--- src/rtl/cmst_pkg.sv ---
// shared types, codes and frame tables for the motor status table
package cmst_pkg;

  // input actions
  localparam logic [1:0] ACT_RX    = 2'd0;
  localparam logic [1:0] ACT_WRITE = 2'd1;
  localparam logic [1:0] ACT_QUERY = 2'd2;
  localparam logic [1:0] ACT_POLL  = 2'd3;

  // host write targets
  localparam logic [2:0] WT_MODE     = 3'd0;
  localparam logic [2:0] WT_VELOCITY = 3'd1;
  localparam logic [2:0] WT_ACCEL    = 3'd2;
  localparam logic [2:0] WT_DECEL    = 3'd3;
  localparam logic [2:0] WT_POSITION = 3'd4;
  localparam logic [2:0] WT_ENABLE   = 3'd5;
  localparam logic [2:0] WT_DISABLE  = 3'd6;
  localparam logic [2:0] WT_STOP     = 3'd7;

  // query targets
  localparam logic [1:0] QT_POSITION = 2'd0;
  localparam logic [1:0] QT_CURRENT  = 2'd1;
  localparam logic [1:0] QT_VELOCITY = 2'd2;
  // unused target: answers zero, sends nothing
  localparam logic [1:0] QT_NONE     = 2'd3;

  // frame kinds in byte 0
  localparam logic [7:0] KIND_WRITE    = 8'h01;
  localparam logic [7:0] KIND_WR_ACK   = 8'h02;
  localparam logic [7:0] KIND_READ     = 8'h03;
  localparam logic [7:0] KIND_READ_RSP = 8'h04;

  // sub-addresses in byte 1
  localparam logic [7:0] SUB_CURRENT  = 8'h05;
  localparam logic [7:0] SUB_VELOCITY = 8'h06;
  localparam logic [7:0] SUB_POSITION = 8'h07;
  localparam logic [7:0] SUB_SET_VEL  = 8'h09;
  localparam logic [7:0] SUB_SET_POS  = 8'h0A;
  localparam logic [7:0] SUB_ACCEL    = 8'h0B;
  localparam logic [7:0] SUB_DECEL    = 8'h0C;
  localparam logic [7:0] SUB_MODE     = 8'h0F;
  localparam logic [7:0] SUB_ENABLE   = 8'h10;
  localparam logic [7:0] SUB_STOP     = 8'h11;
  localparam logic [7:0] SUB_ALARM    = 8'h15;

  // write acknowledge status codes that mean success
  localparam logic [7:0] ACK_OK     = 8'h01;
  localparam logic [7:0] ACK_OK_ALT = 8'h05;

  // mode values on the wire
  localparam logic [31:0] MODE_CODE_POS = 32'd1;
  localparam logic [31:0] MODE_CODE_VEL = 32'd3;
  localparam logic [7:0]  MODE_BYTE_VEL = 8'h03;

  localparam logic [3:0] DLC_MIN  = 4'd2;
  localparam logic [3:0] DLC_MAX  = 4'd8;
  localparam logic [3:0] DLC_WORD = 4'd6;
  localparam logic [3:0] DLC_ACK  = 4'd3;
  localparam logic [3:0] DLC_B5   = 4'd6;

  localparam int POLL_COUNT = 5;
  localparam int POLL_IDX_W = 3;
  localparam logic [POLL_IDX_W-1:0] POLL_LAST = POLL_IDX_W'(POLL_COUNT - 1);

  typedef struct packed {
    logic [1:0]         action;
    logic [7:0]         motor_id;
    logic [2:0]         write_target;
    logic signed [31:0] write_value;
    logic [1:0]         query_target;
    logic [10:0]        rx_id;
    logic               rx_extended;
    logic [3:0]         rx_dlc;
    logic [63:0]        rx_data;
  } in_item_t;

  typedef struct packed {
    logic               tx_valid;
    logic [7:0]         tx_id;
    logic [63:0]        tx_data;
    logic signed [31:0] reply_value;
    logic               reply_known;
    logic               motor_mode;
    logic               motor_enabled;
    logic               write_failed;
    logic               alarm_valid;
    logic [31:0]        alarm_code;
    logic               frame_dropped;
    logic               last;
  } out_item_t;

  // controller to datapath
  typedef struct packed {
    logic                  capture;
    logic                  exec;
    logic                  step;
    logic [POLL_IDX_W-1:0] poll_idx;
    logic                  last;
  } dp_cmd_t;

  // datapath to controller
  typedef struct packed {
    logic is_poll;
  } dp_status_t;

  function automatic logic [7:0] write_sub(input logic [2:0] target);
    logic [7:0] sub;
    unique case (target)
      WT_MODE:     sub = SUB_MODE;
      WT_VELOCITY: sub = SUB_SET_VEL;
      WT_ACCEL:    sub = SUB_ACCEL;
      WT_DECEL:    sub = SUB_DECEL;
      WT_POSITION: sub = SUB_SET_POS;
      WT_ENABLE:   sub = SUB_ENABLE;
      WT_DISABLE:  sub = SUB_ENABLE;
      WT_STOP:     sub = SUB_STOP;
      default:     sub = SUB_STOP;
    endcase
    return sub;
  endfunction

  function automatic logic [7:0] poll_sub(input logic [POLL_IDX_W-1:0] idx);
    logic [7:0] sub;
    unique case (idx)
      3'd0:    sub = SUB_POSITION;
      3'd1:    sub = SUB_MODE;
      3'd2:    sub = SUB_ENABLE;
      3'd3:    sub = SUB_CURRENT;
      3'd4:    sub = SUB_VELOCITY;
      default: sub = SUB_VELOCITY;
    endcase
    return sub;
  endfunction

  function automatic logic [63:0] make_frame(input logic [7:0] kind, input logic [7:0] sub,
                                             input logic [31:0] value);
    return {kind, sub, value, 16'h0000};
  endfunction

endpackage

--- src/rtl/cmst_ctrl.sv ---
// sequencing state machine: accept, execute and poll result steps
module cmst_ctrl (
  input  logic                 clk,
  input  logic                 rst_n,
  input  logic                 start,
  output logic                 busy,
  input  cmst_pkg::dp_status_t status,
  output cmst_pkg::dp_cmd_t    cmd
);

  typedef enum logic [2:0] {
    ST_IDLE = 3'b001,
    ST_EXEC = 3'b010,
    ST_POLL = 3'b100
  } state_t;

  state_t                          state_r, state_nxt;
  logic [cmst_pkg::POLL_IDX_W-1:0] cnt_r, cnt_nxt;

  always_comb begin
    state_nxt = state_r;
    cnt_nxt   = cnt_r;
    unique case (state_r)
      ST_IDLE: begin
        if (start) begin
          state_nxt = ST_EXEC;
        end
      end
      ST_EXEC: begin
        if (status.is_poll) begin
          state_nxt = ST_POLL;
          cnt_nxt   = cmst_pkg::POLL_IDX_W'(1);
        end else begin
          state_nxt = ST_IDLE;
        end
      end
      ST_POLL: begin
        if (cnt_r == cmst_pkg::POLL_LAST) begin
          state_nxt = ST_IDLE;
        end else begin
          cnt_nxt = cnt_r + cmst_pkg::POLL_IDX_W'(1);
        end
      end
      default: begin
        state_nxt = ST_IDLE;
      end
    endcase
  end

  always_ff @(posedge clk) begin
    if (!rst_n) begin
      state_r <= ST_IDLE;
      cnt_r   <= '0;
    end else begin
      state_r <= state_nxt;
      cnt_r   <= cnt_nxt;
    end
  end

  assign busy         = (state_r != ST_IDLE);
  assign cmd.capture  = start && (state_r == ST_IDLE);
  assign cmd.exec     = (state_r == ST_EXEC);
  assign cmd.step     = (state_r == ST_POLL);
  assign cmd.poll_idx = (state_r == ST_POLL) ? cnt_r : '0;
  assign cmd.last     = (state_r == ST_EXEC) ? !status.is_poll
                                             : (cnt_r == cmst_pkg::POLL_LAST);

endmodule

--- config.mk ---
export PLATFORM = sky130hd
export DESIGN_NAME = cmst_ctrl
export DESIGN_NICKNAME = d
export VERILOG_FILES = /design/src/rtl/cmst_pkg.sv /design/src/rtl/cmst_ctrl.sv
export SDC_FILE = /design/constraint.sdc
export NUM_CORES = 1
export LEC_CHECK = 0
export ABC_AREA = 1
export BUFFER_PORTS_ARGS = -buffer_cell sky130_fd_sc_hd__buf_2
export CORE_AREA = 2 2 39 41
export CTS_BUF_LIST = sky130_fd_sc_hd__clkbuf_2 sky130_fd_sc_hd__clkbuf_4 sky130_fd_sc_hd__clkbuf_8
export CTS_CLUSTER_DIAMETER = 40
export DETAILED_ROUTE_END_ITERATION = 12
export DIE_AREA = 0 0 41 43
export GPL_ROUTABILITY_DRIVEN = 0
export HOLD_SLACK_MARGIN = 0.1
export PLACE_DENSITY = 0.46
export REMOVE_ABC_BUFFERS = 1
export SETUP_SLACK_MARGIN = 0.3
export SYNTH_ARGS = -nofsm -noshare
export SYNTH_HDL_FRONTEND = slang
export SYNTH_SLANG_ARGS = --single-unit
--- constraint.sdc ---
create_clock -name clk -period 1.68 [get_ports clk]
set_clock_uncertainty 0.2 [all_clocks]
set_input_delay 0.336 -clock clk [delete_from_list [all_inputs] [get_ports clk]]
set_output_delay 0.336 -clock clk [all_outputs]
set_load 0.05 [all_outputs]
## After elaboration in Yosys (flattened, before gate mapping)

Cells that the tools add are included.

- Bits of input ports: 4
- Output and inout bits: 8
- Register bits: 6
- Word-level logic and storage cells: 26

- Mux-type cells: 9
- Reduce and logical (&&, ||, !) cells: 5
- Add/subtract/negate cells: 1
- Equal/unequal tests: 9

Operators with widths:

| operator | number |
|---|---|
| 2-to-1 mux 3 bit | 6 |
| one-hot mux 3 bit (3 select lines) | 1 |
| == test 3 bit (second input constant) | 2 |
| inequality test 2 bit (second input constant) | 3 |
| one-hot mux 3 bit (2 select lines) | 1 |
| adder 3 x 1 -> 3 bit (second input constant) | 1 |
| == test 3 x 1 -> 1 bit (second input constant) | 1 |
| == test 3 x 2 -> 1 bit (second input constant) | 1 |
| inequality test 3 x 1 -> 1 bit (second input constant) | 1 |
| AND reduction 3 bit | 1 |
| inequality test 2 x 1 -> 1 bit (second input constant) | 1 |
| AND reduction 2 bit | 1 |
| nonzero test 2 bit | 1 |
| logical AND 1 bit | 1 |
| logical NOT 1 bit | 1 |
| 2-to-1 mux 1 bit | 1 |

## Depth between registers and ports, before layout

- Word-level depth: 3
- Mapped depth: 8
- Gate-level depth less buffers: 8

## Worst setup path after synthesis

OpenSTA, ideal clock, no wires.

- Path kind: register -> output
- Start point: register cnt_r[0] in the netlist's numbering
- End point: output port cmd[0] in the netlist's numbering
- Required time: 1.144 ns
- Path buffers: 0
- Arrival time: 1.737 ns
- Slack: -0.593 ns
- Cell stages (with the launch flop): 5
- Cell sequence: dfxtp_1 > inv_1 > ha_1 > nand2_1 > a21boi_0

RTL lines:

| what | RTL line | RTL |
|---|---|---|
| start, declared | cmst_ctrl.sv:18 | `logic [cmst_pkg::POLL_IDX_W-1:0] cnt_r, cnt_nxt;` |
| start signal, assigned | cmst_ctrl.sv:56 | `cnt_r <= cnt_nxt;` |
| end, declared | cmst_ctrl.sv:8 | `output cmst_pkg::dp_cmd_t cmd` |

==> Implementation_results.wiki <==
{| class="wikitable"
! Metric !! Value
|-
| Aggregate routed wire length || 976 µm
|-
| Commonest cells after routing, fill and taps aside || sky130_fd_sc_hd__buf_4, sky130_fd_sc_hd__inv_2, sky130_fd_sc_hd__inv_1, sky130_fd_sc_hd__nand2_1
|-
| Post-DP HPWL || between 500 and 600 µm
|-
| Combinational group share of total power || 29.3%
|-
| HP Start || rst_n
|-
| Hold WC Path Type || input pin to register
|-
| Sw frac || approximately 33%
|-
| Data required, critical path || 1.14 ns
|-
| Number of global-route vias before repair || 383
|-
| Antenna violations before repair || 0
|-
| Post-layout net count || 87
|-
| Unrepaired setup endpoints after global routing || yes
|-
| Finished layout cell area || 713 µm²
|-
| Maximum fanout along the worst path || 2
|-
| Startpoint of the most critical register-to-register path || cnt_r[1]
|-
| Worst-Skew Late Latency || 0.25 ns
|-
| Number of storage elements in the synthesis netlist || 6
|-
| VDD IR-drop max || 0.337 mV
|-
| Number of rows in the core area || 14
|-
| Placed standard-cell area || 438 µm²
|-
| Number of remaining DRC errors || 0
|-
| Final routed wire length divided by cell count || 10.3 µm
|-
| Yosys Warn Count || 0
|-
| Netlist Area Pre-Place || 363 µm²
|-
| Critical Path Source || cnt_r[1]
|-
| Final antenna diode count || 0
|-
| CP Launch Type || register
|-
| Largest net degree at the start of global routing || 6
|-
| PD cells || a little under 600 nW/µm²
|-
| Total negative slack || -0.0143 ns
|-
| Full die area || 1760 µm²
|-
| Failing checks || negative setup slack
|-
| Worst rel slew slack || 89.4%
|-
| Number of port buffers || 11
|-
| Total I/O pin count || 12
|-
| Sequential power share || 38.0%
|-
| Category of the critical setup timing path || register to output port
|-
| Sink count of the clock tree || 6
|-
| DRT iter0 DRCs || 6
|-
| Clk buf depth || 2
|-
| Number of standard cells after synthesis || 55
|-
| Die boundary height || 43 µm
|-
| Static leakage || 0.000323 µW
|-
| Global-route wire length before repair || 1460 µm
|-
| Overflow left after global routing || 0
|-
| Max Cap Viol || 0
|-
| Finish-stage setup viols || 1
|-
| Design Power || 419 µW
|-
| Maximum level of the CTS H-tree || 1
|-
| GRT Total Usage || 13.0%
|-
| Shortest clock period the worst path allows after layout || 1.69 ns
|-
| Core Area || 1380 µm²
|-
| Number of cells after detailed placement || between 80 and 90
|-
| Area growth from synthesis to layout || 96.6%
|-
| Final slew viol count || 0
|-
| Most common cell after layout, fill and taps aside || sky130_fd_sc_hd__buf_4
|-
| Width of the chip || 41 µm
|-
| Net Sw Power || 138 µW
|-
| Ratio of cells with drive above 1 in the final layout || 68.4%
|-
| Antenna-violating nets left || 0
|-
| Run status || complete, but fails checks
|-
| Slew of the pin with the lowest slew margin || 0.159 ns
|-
| Final std cells w/o fill || 95
|-
| Post-Syn Area per Cell || 6.60 µm²
|-
| Period Utilization, post-route || 101%
|-
| Internal power consumption || 281 µW
|-
| Clock edge transition at the registers on the reported setup and hold paths || 0.04 ns
|-
| Initial Util || 26.2%
|-
| Number of vias in the routed layout || 418
|-
| Final worst-path setup slack || -0.0143 ns
|-
| Final Hold Slack || 0.118 ns
|-
| Number of buffers added by the clock tree synthesis step || 3
|-
| Worst setup EP type || output port
|-
| Number of failing hold endpoints at the final stage || 0
|-
| F_max || 0.590 GHz
|-
| First-pass DRT Iterations || 4
|-
| Buffer cell driving the clock tree root || sky130_fd_sc_hd__clkbuf_4
|-
| Post-detailed-route via-to-cell ratio || 4.40
|-
| Sequential-to-total area share from yosys stat || 33.1%
|-
| Crit path DAT || 1.16 ns
|-
| TritonCTS clock tree || built
|-
| Share of total power in the clock network || 32.8%
|-
| Synth unique cells || 14
|-
| Hold bufs inserted after CTS || 0
|}
[critical path: stages, from the launching register on]
cell,delay (ns)
sky130_fd_sc_hd__dfxtp_2,0.32
sky130_fd_sc_hd__inv_2,0.07
sky130_fd_sc_hd__ha_4,0.12
sky130_fd_sc_hd__nand2_2,0.05
sky130_fd_sc_hd__a21boi_1,0.12
sky130_fd_sc_hd__buf_4,0.21
[cell usage after synthesis (all sizes together)]
library cell	count	area [µm²]
nand2	11	46.3
a21oi	2	13.8
ha	2	25.0
a21boi	1	7.51
inv	13	48.8
dfxtp	6	120
nor3	1	5.00
nand3	5	35.0
o21ai	1	5.00
nor2	13	56.3
[timing repair]
action                     in CTS  in global routing
setup endpoints to repair      11                 12
gates resized for setup        37                 20
buffers inserted                8                  2
pin swaps                       7                  4
[area by class of cell]
class | count | area [µm²]
fill | 126 | 671
multi-input combinational | 36 | 282
sequential | 6 | 134
clock buffer | 3 | 22.5
timing repair buffer | 21 | 204
inverter | 13 | 51.3
tap | 16 | 20.0
[power groups by stage]
stage               registers, µW  logic [µW]  clock network, µW
floorplan                     157        56.3                  0
global placement              158        71.6                  0
detailed placement            158        72.2                  0
CTS                           159        99.5                136
global route                  160         130                144
finish                        159         123                137
[per-stage QoR]
step / util [%] / worst slack (ns)
2_1_floorplan: - / -0.593
4_1_cts: 45.2 / 0.000302
6_report: 51.5 / -0.0143
3_5_place_dp: 31.6 / 0.0852
5_1_grt: 51.5 / -0.0580
3_3_place_gp: 31.6 / 0.0896
[final timing paths]
check,to,slack [ns],depth (start not counted)
min,cnt_r[0],0.12,3
min reg2reg,cnt_r[2],0.35,2
max reg2reg,cnt_r[1],0.32,9
max,cmd[0],-0.01,5
[kinds of logic after synthesis]
logic type,share of synthesized area (%)
flops,33.1
simple gates,39.3
buf+inv,13.4
compound gates,7.24
fa+ha+maj,6.90
[state kept, by name (all words and copies together), names as in the netlist]
| name | flops |
|---|---|
| cnt_r | 3 |
| state_r | 3 |
[metal layers]
layer  global-route usage (%)  wire (µm)  vias to the layer above
li1                         -          -                      214
met1                     13.3        385                      191
met2                     19.1        535                        9
met3                     3.14         25                        4
met4                     14.0         30                        0
met5                        0          0                        -
(Power assumes the default switching activity.)
